File: config.mk
export PLATFORM = sky130hd
export DESIGN_NAME = bankers_safety_check
export DESIGN_NICKNAME = d
export VERILOG_FILES = /design/src/rtl/bsc_pkg.sv /design/src/rtl/bsc_ram.sv /design/src/rtl/bsc_alu.sv /design/src/rtl/bankers_safety_check.sv
export SDC_FILE = /design/constraint.sdc
export NUM_CORES = 2
export LEC_CHECK = 0
export ABC_AREA = 1
export BUFFER_PORTS_ARGS = -buffer_cell sky130_fd_sc_hd__buf_4
export CAP_MARGIN = 10
export CORE_MARGIN = 5
export CORE_UTILIZATION = 25
export CTS_CLUSTER_SIZE = 28
export DETAILED_ROUTE_END_ITERATION = 7
export PLACE_DENSITY = 0.42
export SLEW_MARGIN = 10
export SYNTH_ARGS = -nofsm -noshare
export SYNTH_HDL_FRONTEND = slang
export SYNTH_MEMORY_MAX_BITS = 65536
export SYNTH_SLANG_ARGS = --single-unit
File: constraint.sdc
create_clock -name clock -period 6.2 [get_ports clock]
set_input_delay 1.24 -clock clock [delete_from_list [all_inputs] [get_ports clock]]
set_output_delay 1.24 -clock clock [all_outputs]
set_load 0.02 [all_outputs]
File: src/rtl/bsc_pkg.sv
// Shared types, codes and default sizes for the safety check block.
`default_nettype none

package bsc_pkg;

   localparam int DEF_MAX_PROCS  = 16;
   localparam int DEF_MAX_RES    = 8;
   localparam int DEF_VALUE_BITS = 16;

   localparam int CSR_INDEX_BITS = 2;
   localparam int CSR_DATA_BITS  = 5;

   localparam logic [CSR_INDEX_BITS-1:0] CSR_NUM_PROCS = 2'd0;
   localparam logic [CSR_INDEX_BITS-1:0] CSR_NUM_RES   = 2'd1;

   localparam logic [4:0] NUM_PROCS_RESET = 5'd16;
   localparam logic [3:0] NUM_RES_RESET   = 4'd8;

   localparam logic [1:0] FUNC_LOAD_CELL  = 2'd0;
   localparam logic [1:0] FUNC_LOAD_AVAIL = 2'd1;
   localparam logic [1:0] FUNC_CHECK      = 2'd2;

   typedef struct packed {
      logic [1:0]  func;
      logic [3:0]  proc_index;
      logic [2:0]  res_index;
      logic [15:0] alloc_value;
      logic [15:0] max_value;
      logic [15:0] avail_value;
   } req_type;

   typedef struct packed {
      logic       safe;
      logic       has_process;
      logic [3:0] process_id;
      logic       last;
   } rsp_type;

endpackage

`default_nettype wire

File: src/rtl/bsc_ram.sv
// Single write port memory with one registered read port.
`default_nettype none

module bsc_ram import bsc_pkg::*; #(
   parameter int DEPTH = DEF_MAX_PROCS * DEF_MAX_RES,
   parameter int WIDTH = 2 * DEF_VALUE_BITS
) (
   input  wire logic                                   clock,
   input  wire logic                                   wr_en,
   input  wire logic [((DEPTH > 1) ? $clog2(DEPTH) : 1)-1:0] wr_addr,
   input  wire logic [WIDTH-1:0]                       wr_data,
   input  wire logic [((DEPTH > 1) ? $clog2(DEPTH) : 1)-1:0] rd_addr,
   output logic      [WIDTH-1:0]                       rd_data
);

   logic [WIDTH-1:0] mem [DEPTH];
   logic [WIDTH-1:0] rd_data_ff;

   always_ff @(posedge clock) begin
      if (wr_en) begin
         mem[wr_addr] <= wr_data;
      end
      rd_data_ff <= mem[rd_addr];
   end

   assign rd_data = rd_data_ff;

endmodule

`default_nettype wire

File: src/rtl/bsc_alu.sv
// Shared need-versus-work compare and work accumulate unit.
`default_nettype none

module bsc_alu import bsc_pkg::*; #(
   parameter int VALUE_BITS = DEF_VALUE_BITS,
   parameter int WORK_BITS  = DEF_VALUE_BITS + 5
) (
   input  wire logic [VALUE_BITS-1:0] alloc_value,
   input  wire logic [VALUE_BITS-1:0] max_value,
   input  wire logic [WORK_BITS-1:0]  work_value,
   output logic                       fits,
   output logic      [WORK_BITS-1:0]  work_sum
);

   logic [VALUE_BITS:0] need;

   // A negative need always fits.
   assign need     = {1'b0, max_value} - {1'b0, alloc_value};
   assign fits     = need[VALUE_BITS] |
                     (WORK_BITS'(need[VALUE_BITS-1:0]) <= work_value);
   assign work_sum = work_value + WORK_BITS'(alloc_value);

endmodule

`default_nettype wire

File: src/rtl/bankers_safety_check.sv
// Top level of the safety check: load decode, pass sequencer and result output.
//
//   Channel | Direction | Handshake          | Beat
//   req     | in        | req_valid/req_stall | req_data (req_type)
//   rsp     | out       | rsp_valid/rsp_stall | rsp_data (rsp_type)
//   csr     | in        | csr_wr_en           | csr_index, csr_wdata
//
// A load beat is taken only while idle. A check scans each unfinished process resource by
// resource and adds a finishing one's allocation to the work vector; the end of each pass and
// each finished process skipped take a PICK step, and each safe result passes OUT_RD then OUT_LD.
// Reset clears the control state and the work vector; the matrices need no clearing.
// req_stall is high for the whole check; rsp_stall holds the output register and the output states.
`default_nettype none

module bankers_safety_check import bsc_pkg::*; #(
   parameter int MAX_PROCS  = DEF_MAX_PROCS,
   parameter int MAX_RES    = DEF_MAX_RES,
   parameter int VALUE_BITS = DEF_VALUE_BITS
) (
   input  wire logic                      clock,
   input  wire logic                      reset,
   input  wire logic                      req_valid,
   output logic                           req_stall,
   input  wire req_type                   req_data,
   output logic                           rsp_valid,
   input  wire logic                      rsp_stall,
   output rsp_type                        rsp_data,
   input  wire logic                      csr_wr_en,
   input  wire logic [CSR_INDEX_BITS-1:0] csr_index,
   input  wire logic [CSR_DATA_BITS-1:0]  csr_wdata
);

   localparam int VB     = VALUE_BITS;
   localparam int PCW    = $clog2(MAX_PROCS + 1);
   localparam int RCW    = $clog2(MAX_RES + 1);
   localparam int PIW    = (MAX_PROCS > 1) ? $clog2(MAX_PROCS) : 1;
   localparam int RIW    = (MAX_RES > 1) ? $clog2(MAX_RES) : 1;
   localparam int WB     = VB + PCW;
   localparam int MDEPTH = MAX_PROCS * MAX_RES;
   localparam int MAW    = (MDEPTH > 1) ? $clog2(MDEPTH) : 1;

   localparam logic [2:0] ST_IDLE   = 3'd0;
   localparam logic [2:0] ST_PICK   = 3'd1;
   localparam logic [2:0] ST_SCAN   = 3'd2;
   localparam logic [2:0] ST_ADD    = 3'd3;
   localparam logic [2:0] ST_OUT_RD = 3'd4;
   localparam logic [2:0] ST_OUT_LD = 3'd5;
   localparam logic [2:0] ST_UNSAFE = 3'd6;

   logic [2:0]     state_ff, state_in;
   logic [4:0]     num_procs_ff, num_procs_in;
   logic [3:0]     num_res_ff, num_res_in;
   logic [PCW-1:0] p_ff, p_in;
   logic [PCW-1:0] done_ff, done_in;
   logic [PCW-1:0] k_ff, k_in;
   logic [RIW-1:0] r_ff, r_in;
   logic           issue_ff, issue_in;
   logic           cmp_valid_ff, cmp_valid_in;
   logic [RIW-1:0] cmp_r_ff, cmp_r_in;
   logic           cmp_last_ff, cmp_last_in;
   logic           ok_ff, ok_in;
   logic           any_ff, any_in;
   logic           rsp_valid_ff, rsp_valid_in;
   rsp_type        rsp_data_ff, rsp_data_in;
   logic [VB-1:0]  avail_ff [MAX_RES];
   logic [VB-1:0]  avail_in [MAX_RES];
   logic [WB-1:0]  work_ff [MAX_RES];
   logic [WB-1:0]  work_in [MAX_RES];
   logic [MAX_PROCS-1:0] fin_ff, fin_in;

   logic [PCW-1:0]  np;
   logic [RCW-1:0]  nr;
   logic            r_last;
   logic            req_accept;
   logic            can_load;
   logic            ok_next;
   logic            cell_ok;
   logic            avail_ok;
   logic            mat_wr_en;
   logic [MAW-1:0]  mat_wr_addr;
   logic [MAW-1:0]  mat_rd_addr;
   logic [2*VB-1:0] mat_wr_data;
   logic [2*VB-1:0] mat_rd_data;
   logic            seq_wr_en;
   logic [3:0]      seq_rd_data;
   logic            alu_fits;
   logic [WB-1:0]   alu_sum;

   always_comb begin
      if (num_procs_ff == '0) begin
         np = PCW'(1);
      end else if (32'(num_procs_ff) > 32'(MAX_PROCS)) begin
         np = PCW'(MAX_PROCS);
      end else begin
         np = PCW'(num_procs_ff);
      end
      if (num_res_ff == '0) begin
         nr = RCW'(1);
      end else if (32'(num_res_ff) > 32'(MAX_RES)) begin
         nr = RCW'(MAX_RES);
      end else begin
         nr = RCW'(num_res_ff);
      end
   end

   assign req_stall  = (state_ff != ST_IDLE);
   assign req_accept = req_valid & ~req_stall;
   assign can_load   = ~rsp_valid_ff | ~rsp_stall;
   assign r_last     = ((RCW'(r_ff) + RCW'(1)) == nr);
   assign cell_ok    = (32'(req_data.proc_index) < 32'(MAX_PROCS)) &&
                       (32'(req_data.res_index) < 32'(MAX_RES));
   assign avail_ok   = (32'(req_data.res_index) < 32'(MAX_RES));

   assign mat_wr_addr = MAW'(32'(req_data.proc_index) * 32'(MAX_RES) +
                             32'(req_data.res_index));
   assign mat_wr_data = {VB'(req_data.max_value), VB'(req_data.alloc_value)};
   assign mat_rd_addr = MAW'(32'(p_ff[PIW-1:0]) * 32'(MAX_RES) + 32'(r_ff));
   assign ok_next     = ok_ff & alu_fits;

   bsc_ram #(
      .DEPTH (MDEPTH),
      .WIDTH (2 * VB)
   ) u_matrix (
      .clock   (clock),
      .wr_en   (mat_wr_en),
      .wr_addr (mat_wr_addr),
      .wr_data (mat_wr_data),
      .rd_addr (mat_rd_addr),
      .rd_data (mat_rd_data)
   );

   bsc_ram #(
      .DEPTH (MAX_PROCS),
      .WIDTH (4)
   ) u_sequence (
      .clock   (clock),
      .wr_en   (seq_wr_en),
      .wr_addr (done_ff[PIW-1:0]),
      .wr_data (4'(p_ff)),
      .rd_addr (k_ff[PIW-1:0]),
      .rd_data (seq_rd_data)
   );

   bsc_alu #(
      .VALUE_BITS (VB),
      .WORK_BITS  (WB)
   ) u_alu (
      .alloc_value (mat_rd_data[VB-1:0]),
      .max_value   (mat_rd_data[2*VB-1:VB]),
      .work_value  (work_ff[cmp_r_ff]),
      .fits        (alu_fits),
      .work_sum    (alu_sum)
   );

   always_comb begin
      state_in     = state_ff;
      num_procs_in = num_procs_ff;
      num_res_in   = num_res_ff;
      p_in         = p_ff;
      done_in      = done_ff;
      k_in         = k_ff;
      r_in         = r_ff;
      issue_in     = issue_ff;
      cmp_valid_in = 1'b0;
      cmp_r_in     = r_ff;
      cmp_last_in  = r_last;
      ok_in        = ok_ff;
      any_in       = any_ff;
      rsp_valid_in = rsp_valid_ff & rsp_stall;
      rsp_data_in  = rsp_data_ff;
      avail_in     = avail_ff;
      work_in      = work_ff;
      fin_in       = fin_ff;
      mat_wr_en    = 1'b0;
      seq_wr_en    = 1'b0;

      if (csr_wr_en) begin
         unique case (csr_index)
            CSR_NUM_PROCS: num_procs_in = csr_wdata[4:0];
            CSR_NUM_RES:   num_res_in   = csr_wdata[3:0];
            default: ;
         endcase
      end

      if (issue_ff) begin
         cmp_valid_in = 1'b1;
         if (r_last) begin
            issue_in = 1'b0;
         end else begin
            r_in = r_ff + RIW'(1);
         end
      end

      unique case (state_ff)
         ST_IDLE: begin
            if (req_accept) begin
               unique case (req_data.func)
                  FUNC_LOAD_CELL: begin
                     mat_wr_en = cell_ok;
                  end
                  FUNC_LOAD_AVAIL: begin
                     if (avail_ok) begin
                        avail_in[RIW'(req_data.res_index)] = VB'(req_data.avail_value);
                     end
                  end
                  FUNC_CHECK: begin
                     for (int i = 0; i < MAX_RES; i++) begin
                        work_in[i] = (i < int'(nr)) ? WB'(avail_ff[i]) : '0;
                     end
                     fin_in   = '0;
                     done_in  = '0;
                     p_in     = '0;
                     any_in   = 1'b0;
                     state_in = ST_PICK;
                  end
                  default: ;
               endcase
            end
         end
         ST_PICK: begin
            if (done_ff == np) begin
               k_in     = '0;
               state_in = ST_OUT_RD;
            end else if (p_ff == np) begin
               if (!any_ff) begin
                  state_in = ST_UNSAFE;
               end else begin
                  p_in   = '0;
                  any_in = 1'b0;
               end
            end else if (fin_ff[p_ff[PIW-1:0]]) begin
               p_in = p_ff + PCW'(1);
            end else begin
               r_in     = '0;
               issue_in = 1'b1;
               ok_in    = 1'b1;
               state_in = ST_SCAN;
            end
         end
         ST_SCAN: begin
            if (cmp_valid_ff) begin
               ok_in = ok_next;
               if (cmp_last_ff) begin
                  if (ok_next) begin
                     r_in     = '0;
                     issue_in = 1'b1;
                     state_in = ST_ADD;
                  end else begin
                     p_in     = p_ff + PCW'(1);
                     state_in = ST_PICK;
                  end
               end
            end
         end
         ST_ADD: begin
            if (cmp_valid_ff) begin
               work_in[cmp_r_ff] = alu_sum;
               if (cmp_last_ff) begin
                  fin_in[p_ff[PIW-1:0]] = 1'b1;
                  seq_wr_en = 1'b1;
                  done_in   = done_ff + PCW'(1);
                  any_in    = 1'b1;
                  p_in      = p_ff + PCW'(1);
                  state_in  = ST_PICK;
               end
            end
         end
         ST_OUT_RD: begin
            state_in = ST_OUT_LD;
         end
         ST_OUT_LD: begin
            if (can_load) begin
               rsp_valid_in            = 1'b1;
               rsp_data_in.safe        = 1'b1;
               rsp_data_in.has_process = 1'b1;
               rsp_data_in.process_id  = seq_rd_data;
               rsp_data_in.last        = ((k_ff + PCW'(1)) == done_ff);
               if ((k_ff + PCW'(1)) == done_ff) begin
                  state_in = ST_IDLE;
               end else begin
                  k_in     = k_ff + PCW'(1);
                  state_in = ST_OUT_RD;
               end
            end
         end
         ST_UNSAFE: begin
            if (can_load) begin
               rsp_valid_in            = 1'b1;
               rsp_data_in.safe        = 1'b0;
               rsp_data_in.has_process = 1'b0;
               rsp_data_in.process_id  = '0;
               rsp_data_in.last        = 1'b1;
               state_in                = ST_IDLE;
            end
         end
         default: begin
            state_in = ST_IDLE;
         end
      endcase
   end

   always_ff @(posedge clock) begin
      if (reset) begin
         state_ff     <= ST_IDLE;
         num_procs_ff <= NUM_PROCS_RESET;
         num_res_ff   <= NUM_RES_RESET;
         issue_ff     <= 1'b0;
         cmp_valid_ff <= 1'b0;
         rsp_valid_ff <= 1'b0;
         fin_ff       <= '0;
         for (int i = 0; i < MAX_RES; i++) begin
            work_ff[i] <= '0;
         end
      end else begin
         state_ff     <= state_in;
         num_procs_ff <= num_procs_in;
         num_res_ff   <= num_res_in;
         issue_ff     <= issue_in;
         cmp_valid_ff <= cmp_valid_in;
         rsp_valid_ff <= rsp_valid_in;
         fin_ff       <= fin_in;
         work_ff      <= work_in;
      end
   end

   always_ff @(posedge clock) begin
      p_ff        <= p_in;
      done_ff     <= done_in;
      k_ff        <= k_in;
      r_ff        <= r_in;
      cmp_r_ff    <= cmp_r_in;
      cmp_last_ff <= cmp_last_in;
      ok_ff       <= ok_in;
      any_ff      <= any_in;
      rsp_data_ff <= rsp_data_in;
      avail_ff    <= avail_in;
   end

   assign rsp_valid = rsp_valid_ff;
   assign rsp_data  = rsp_data_ff;

endmodule

`default_nettype wire
# Word-level counts from Yosys, hierarchy flattened
# Memories as Yosys holds them, arrays and structs flattened. A register that Yosys moved wholly into a read port is not among the register bits.
# Index checks and enable logic that the tools add are counted.
[totals]
regBits = 358
ram_bits = 4160
mem_count = 2
[memory_table]
columns = ["name", "depth", "width", "read_ports", "rd_clocked_by_memory_dff", "write_ports", "line", "source"]
rows = [
  ["u_matrix.mem", 128, 32, 1, 1, 1, "bsc_ram.sv:16", "logic [WIDTH-1:0] mem [DEPTH];"],
  ["u_sequence.mem", 16, 4, 1, 1, 1, "bsc_ram.sv:16", ""],
]
[classes]
bitwise = 11
n_eq_ne = 32
add_sub_neg = 9
magnitude_cmp = 17
muxes = 114
n_reduce_logical = 27
[ops]
columns = ["cell", "n"]
rows = [
  ["$mux W168", 3],
  ["$pmux W168 S2", 1],
  ["$mux W16", 13],
  ["$bwmux W168", 1],
  ["$bwmux W128", 1],
  ["$mux W5", 18],
  ["$bmux W21 S3", 1],
  ["$demux W21 S3", 1],
  ["$mux W21", 3],
  ["$mux W3", 21],
  ["$demux W16 S3", 1],
  ["$mux W1", 33],
  ["$pmux W16 S2", 1],
  ["$ne A2 B2 Y1 const B", 14],
  ["$add A21 B16 Y21", 1],
  ["$le A16 B21 Y1", 1],
  ["$pmux W3 S7", 1],
  ["$pmux W5 S2", 2],
  ["$pmux W5 S4", 1],
  ["$sub A16 B16 Y17", 1],
  ["$lt A3 B4 Y1 const A", 4],
  ["$or A16 B16 Y16", 1],
  ["$add A5 B1 Y5 const B", 3],
  ["$eq A5 B5 Y1", 3],
  ["49 further kinds", 80],
]

# Longest topological paths before layout
[depth]
ltp_word = 11
mapped_depth = 24
ltp_nobuf = 23

# Cells and area by module
# From an unflattened synthesis, not the netlist that was laid out.
[hier_totals]
cells_unflattened = 15832
hier_area_um2 = 185505.4
[by_module_without_submodules]
columns = ["module", "instances", "area_each_um2", "cells_per_inst"]
rows = [
  ["bsc_ram (u_matrix)", 1, 164634.1, 13389],
  ["bankers_safety_check", 1, 15268.4, 1657],
  ["bsc_ram (u_sequence)", 1, 2966.6, 290],
  ["bsc_alu", 1, 2636.3, 496],
]

# Worst setup path before layout
# No wires, ideal clock.
[synth_timing]
path_kind = "input port to flip-flop"
from = "input port req_data[56] (netlist bit)"
to = "memory u_matrix.mem[100][0] (netlist bit) (enable)"
required_ns = 5.779
arrival_ns = 3.610
cell_stages = 6
setup_time_ns = 0.421
setup_slack_ns = 2.169
path_cell_list = "inv_1 > nand2_1 > nor3_2 > nand4_1 > clkbuf_1 > nor2_1"
[synth_via]
elab_chain_len = 6
[synth_lines]
columns = ["element", "line", "source"]
rows = [
  ["start, declared", "bankers_safety_check.sv:24", "input wire req_type req_data,"],
  ["$logic_not A2 Y1", "bankers_safety_check.sv:197", "unique case (req_data.func)"],
  ["$mux W1", "bankers_safety_check.sv:197", ""],
  ["$mux W1", "bankers_safety_check.sv:196", "if (req_accept) begin"],
  ["$mux W1", "bankers_safety_check.sv:194", "unique case (state_ff)"],
  ["$mux W1", "bsc_ram.sv:20", "if (wr_en) begin"],
  ["$mux W1 (not written as such)", "bsc_ram.sv:21", "mem[wr_addr] <= wr_data;"],
  ["end, declared", "bsc_ram.sv:16", ""],
]
# No other way between the ends.

# Worst setup path in the final report
[layout_timing]
from = "register cmp_r_ff[0]"
to = "register work_ff[165] (netlist bit)"
[layout_via]
elab_chain_len = 8
[layout_lines]
columns = ["element", "line", "source"]
rows = [
  ["start, declared", "bankers_safety_check.sv:59", "logic [RIW-1:0] cmp_r_ff, cmp_r_in;"],
  ["start signal, assigned", "bankers_safety_check.sv:331", "cmp_r_ff <= cmp_r_in;"],
  ["$not A3 Y4 (not written as such) (*)", "bankers_safety_check.sv:150, bankers_safety_check.sv:257", ""],
  ["$bmux W21 S3, or another cell as far along", "bankers_safety_check.sv:150", ".work_value (work_ff[cmp_r_ff]),"],
  ["$mux W21 (not written as such) / $logic_and A1 B1 Y1 (equally long branches)", "bankers_safety_check.sv:150, bankers_safety_check.sv:257", ""],
  ["$mux W21 (on tied branches)", "bankers_safety_check.sv:150, bankers_safety_check.sv:257", ""],
  ["$add A21 B16 Y21 / $demux W21 S3 (equally long branches)", "bsc_alu.sv:21, bankers_safety_check.sv:257", ""],
  ["$bwmux W168 (*)", "bankers_safety_check.sv:257", "work_in[cmp_r_ff] = alu_sum;"],
  ["$mux W168 (*)", "bankers_safety_check.sv:256", "if (cmp_valid_ff) begin"],
  ["$pmux W168 S2 (*)", "bankers_safety_check.sv:194", ""],
  ["end signal, assigned", "bankers_safety_check.sv:322", "work_ff <= work_in;"],
  ["end, declared", "bankers_safety_check.sv:67", "logic [WB-1:0] work_ff [MAX_RES];"],
]
# Every way passes the cells marked *; elsewhere a longest branch is shown, timed or not. The select of a mux whose other input is x is not followed.
# A chain may end at the register's enable or synchronous reset.

==> flow_summary_export.csv <==
group,metric,value,unit
synthesis,synth_ff_type,"edfxtp_1",
worst_setup_path,crit_path_end,"work_ff[165]",
synthesis,synth_edf_count,4311,
timing,skew,0.111,ns
worst_setup_path,path_cells,"inv_2, nand2_1, clkinv_1, a221oi_1, nand2_1, ha_1, nand3_1, nand3_1, inv_1, o21ai_0, nand3_1, nand2_1, nand2_1, xor2_1, nand2_1, a21oi_1",
placement,placed_cell_area,195000,µm²
synthesis,syn-num-nets,14800,
timing,rsz0062_at_grt,"no",
worst_setup_path,crit_cells,16,
synthesis,synth_area_per_cell,12.4,µm²
placement,routabilityCongestion,0.908,
power_and_ir_drop,p_per_area,437,nW/µm²
synthesis,synthTopCellsByCount,"edfxtp_1, nor2_1, o21ai_0, nand2_1, o22ai_1",
synthesis,yosys_warnings,0,
timing,timing.fmax,202,MHz
die,fp.dieH,862,µm
final_layout,drive_above_1_share,9.02,%
timing,slew_violations,0,
status,status,"finished clean",
final_layout,final_cell_area,210000,µm²
worst_setup_path,required,7.16,ns
placement,dp_slack,1.30,ns
synthesis,syn_area,181000,µm²
worst_setup_path,r2r_slack,1.25,ns
worst_setup_path,reg2reg_depth,16,
timing,max_slew_margin,15.7,%
drt,wl_per_cell,27.1,µm
global_routing,grt_pass1_wl,934,mm
clocking,post_cts_resized,0,
synthesis,synth_top_area_share,71.3,%
clocking,root_buffer,"clkbuf_16",
clocking,cts.sinks,4553,
worst_setup_path,critPathTopFamily,"simple AND/OR/NAND/NOR gates",
clocking,cts.clk_slew.worst_paths,0.06,ns
timing,finalCritPeriodShare,79.9,%
placement,io_buffers,77,
synthesis,synth.most_common_cell,"edfxtp_1",
worst_setup_path,crit_slowest_cell,"clkinv_1",
synthesis,synth_seq_cells,4553,
global_routing,grt_pass1_vias,116000,
global_routing,track_usage,17.4,%
die,rows,313,
worst_setup_path,cp.arrival,5.91,ns
final_layout,final_nets,14800,
worst_setup_path,max_stage_delay,0.60,ns
synthesis,syn_inst,14700,
timing,worst_slack,1.25,ns
worst_setup_path,startpoint_type,"register",
synthesis,ys_top_cells_by_area,"edfxtp_1, o21ai_0, nor2_1",
worst_setup_path,end_kind,"register",
drt,vias_per_cell,4.91,
die,fp.dieW,862,µm
worst_setup_path,r2r-start,"cmp_r_ff[0]",
drt,post-route-drc-count,0,
hold_path,hold_class,"reg2reg",
drt,routed_wl,671,mm
placement,place_hpwl,398,mm
timing,hold_viol_final,0,
die,start_util,25.0,%
clocking,cts_max_level,5,
final_layout,syn2layout_area_growth,16.0,%
power_and_ir_drop,ir_drop,0.294,mV
worst_setup_path,crit_path_start,"cmp_r_ff[0]",
power_and_ir_drop,p_leak,67.4,nW
clocking,ctsHoldBuffers,0,
global_routing,grt_start_max_net_pins,138,
synthesis,synthArstFlopShare,0,%
timing,holdWs,0.421,ns
die,coreArea,725000,µm²
drt,ant_nets,0,
clocking,cts_max_path_buffers,4,
timing,finalSetupViolations,0,
die,io_pins,78,
final_layout,fin_util,29.0,%
timing,tightest_slew,1.26,ns
drt,drt_iter0_drc,13100,
clocking,clkLatencyLatePin,1.07,ns
global_routing,grt_antenna_before_repair,64,
clocking,cts_setup_buffers,0,
clocking,cts_tree,"done",
drt,firstDrtPassIters,7,
drt,vias,121000,
worst_setup_path,path_class,"reg2reg",
flow_run,maxCapViolCount,0,
timing,setup_tns,0,ns
final_layout,fillers,73800,
worst_setup_path,critPathBufInv,3,
worst_setup_path,cp_max_fo,24,
clocking,cts_buffers,476,
synthesis,yosysTopAreaCell,"edfxtp_1",
worst_setup_path,crit_path_frequent_cell,"nand2_1",
worst_setup_path,reg2reg_to,"work_ff[165]",
synthesis,ys_seq_area_share,74.0,%
global_routing,grt_overflow,0,
synthesis,synth_cell_types,57,
timing,min_period,4.95,ns
die,fp.dieArea,743000,µm²
==> logic make-up (layout without fill, tap and decap cells) <==
logic type / count (synthesis) / count (layout) / share of synthesized area [%]
flops: 4553 / 4553 / 74.0
buf+inv: 1267 / 1675 / 2.93
other cells: 0 / 26 / 0
compound gates: 3964 / 3964 / 11.9
fa+ha+maj: 60 / 60 / 0.422
simple gates: 4796 / 4796 / 10.5
xor+xnor: 42 / 42 / 0.207
==> power breakdown <==
part	internal, W	switching, W	total (W)
clock network	0.0156	0.0125	0.0281
logic	0.00718	0.0221	0.0293
registers	0.0340	0.000525	0.0345
total	0.0568	0.0352	0.0920
==> state kept, by name (all words and copies together) (netlist names), 4 cells and up <==
register / cells
k_ff: 5
u_matrix.rd_data: 32
done_ff: 5
num_res_ff: 4
u_sequence.mem: 64
fin_ff: 16
u_sequence.rd_data: 4
avail_ff: 128
p_ff: 5
num_procs_ff: 5
rsp_data: 6
work_ff: 168
u_matrix.mem: 4096
==> placed cells by master (no fill, tap or decap), types with 32 or more instances in the layout <==
cell          n
ha_1         58
buf_4       414
inv_1       237
a21oi_1     336
clkbuf_16   482
nor2_4      134
o22ai_1    1066
buf_12       85
o21ai_1     294
clkbuf_1    116
buf_6        32
nand4_1      56
nand2_1    1616
nor2_1     2331
o21ai_0    2100
clkinv_2     89
edfxtp_1   4311
clkinv_1    127
nand3_1     631
dfxtp_1     239
a31oi_1      40
==> how the worst min path moves through the flow <==
stage,endpoint,cells after the start,startpoint,slack (ns)
3_3_place_gp,cmp_valid_ff,2,issue_ff,0.41
4_1_cts,num_procs_ff[1],3,csr_wdata[1],0.33
2_1_floorplan,cmp_r_ff[1],0,cmp_r_in[1],0.35
6_report,cmp_valid_ff,2,issue_ff,0.42
3_5_place_dp,cmp_valid_ff,2,issue_ff,0.41
5_1_grt,num_procs_ff[4],3,csr_wdata[4],0.39
==> metrics by stage <==
stage | cells | power (W)
2_1_floorplan | 14700 | 0.0511
3_3_place_gp | 23800 | 0.0646
3_5_place_dp | 23800 | 0.0645
4_1_cts | 24700 | 0.0927
5_1_grt | 24700 | 0.0961
6_report | 24700 | 0.0920
==> metal layers <==
metal	track usage, %	part of all wire [%]
met1	24.2	44
met3	2.52	6.2
met5	0	0.0091
met2	27.4	46
met4	6.41	4.1
==> area by class of cell <==
class | count | area (µm²) | area share, %
multi-input cells | 8862 | 42900 | 20.4
flip-flops and latches | 4553 | 134000 | 63.8
well taps | 9607 | 12000 | 5.71
inverters | 265 | 1040 | 0.495
repair buffers | 531 | 5170 | 2.46
diodes | 26 | 65.1 | 0.0309
clock buffers | 603 | 12600 | 5.97
clock inverters | 276 | 2390 | 1.13
==> worst reg2reg max path, stage by stage (launching register included) <==
cell and delay, ns:
dfxtp_1 0.54, inv_2 0.28, nand2_1 0.20, clkinv_1 0.60
a221oi_1 0.59, nand2_1 0.17, ha_1 0.36, nand3_1 0.10
nand3_1 0.12, inv_1 0.07, o21ai_0 0.50, nand3_1 0.21
nand2_1 0.28, nand2_1 0.12, xor2_1 0.49, nand2_1 0.12
a21oi_1 0.14
(Power assumes the default switching activity.)
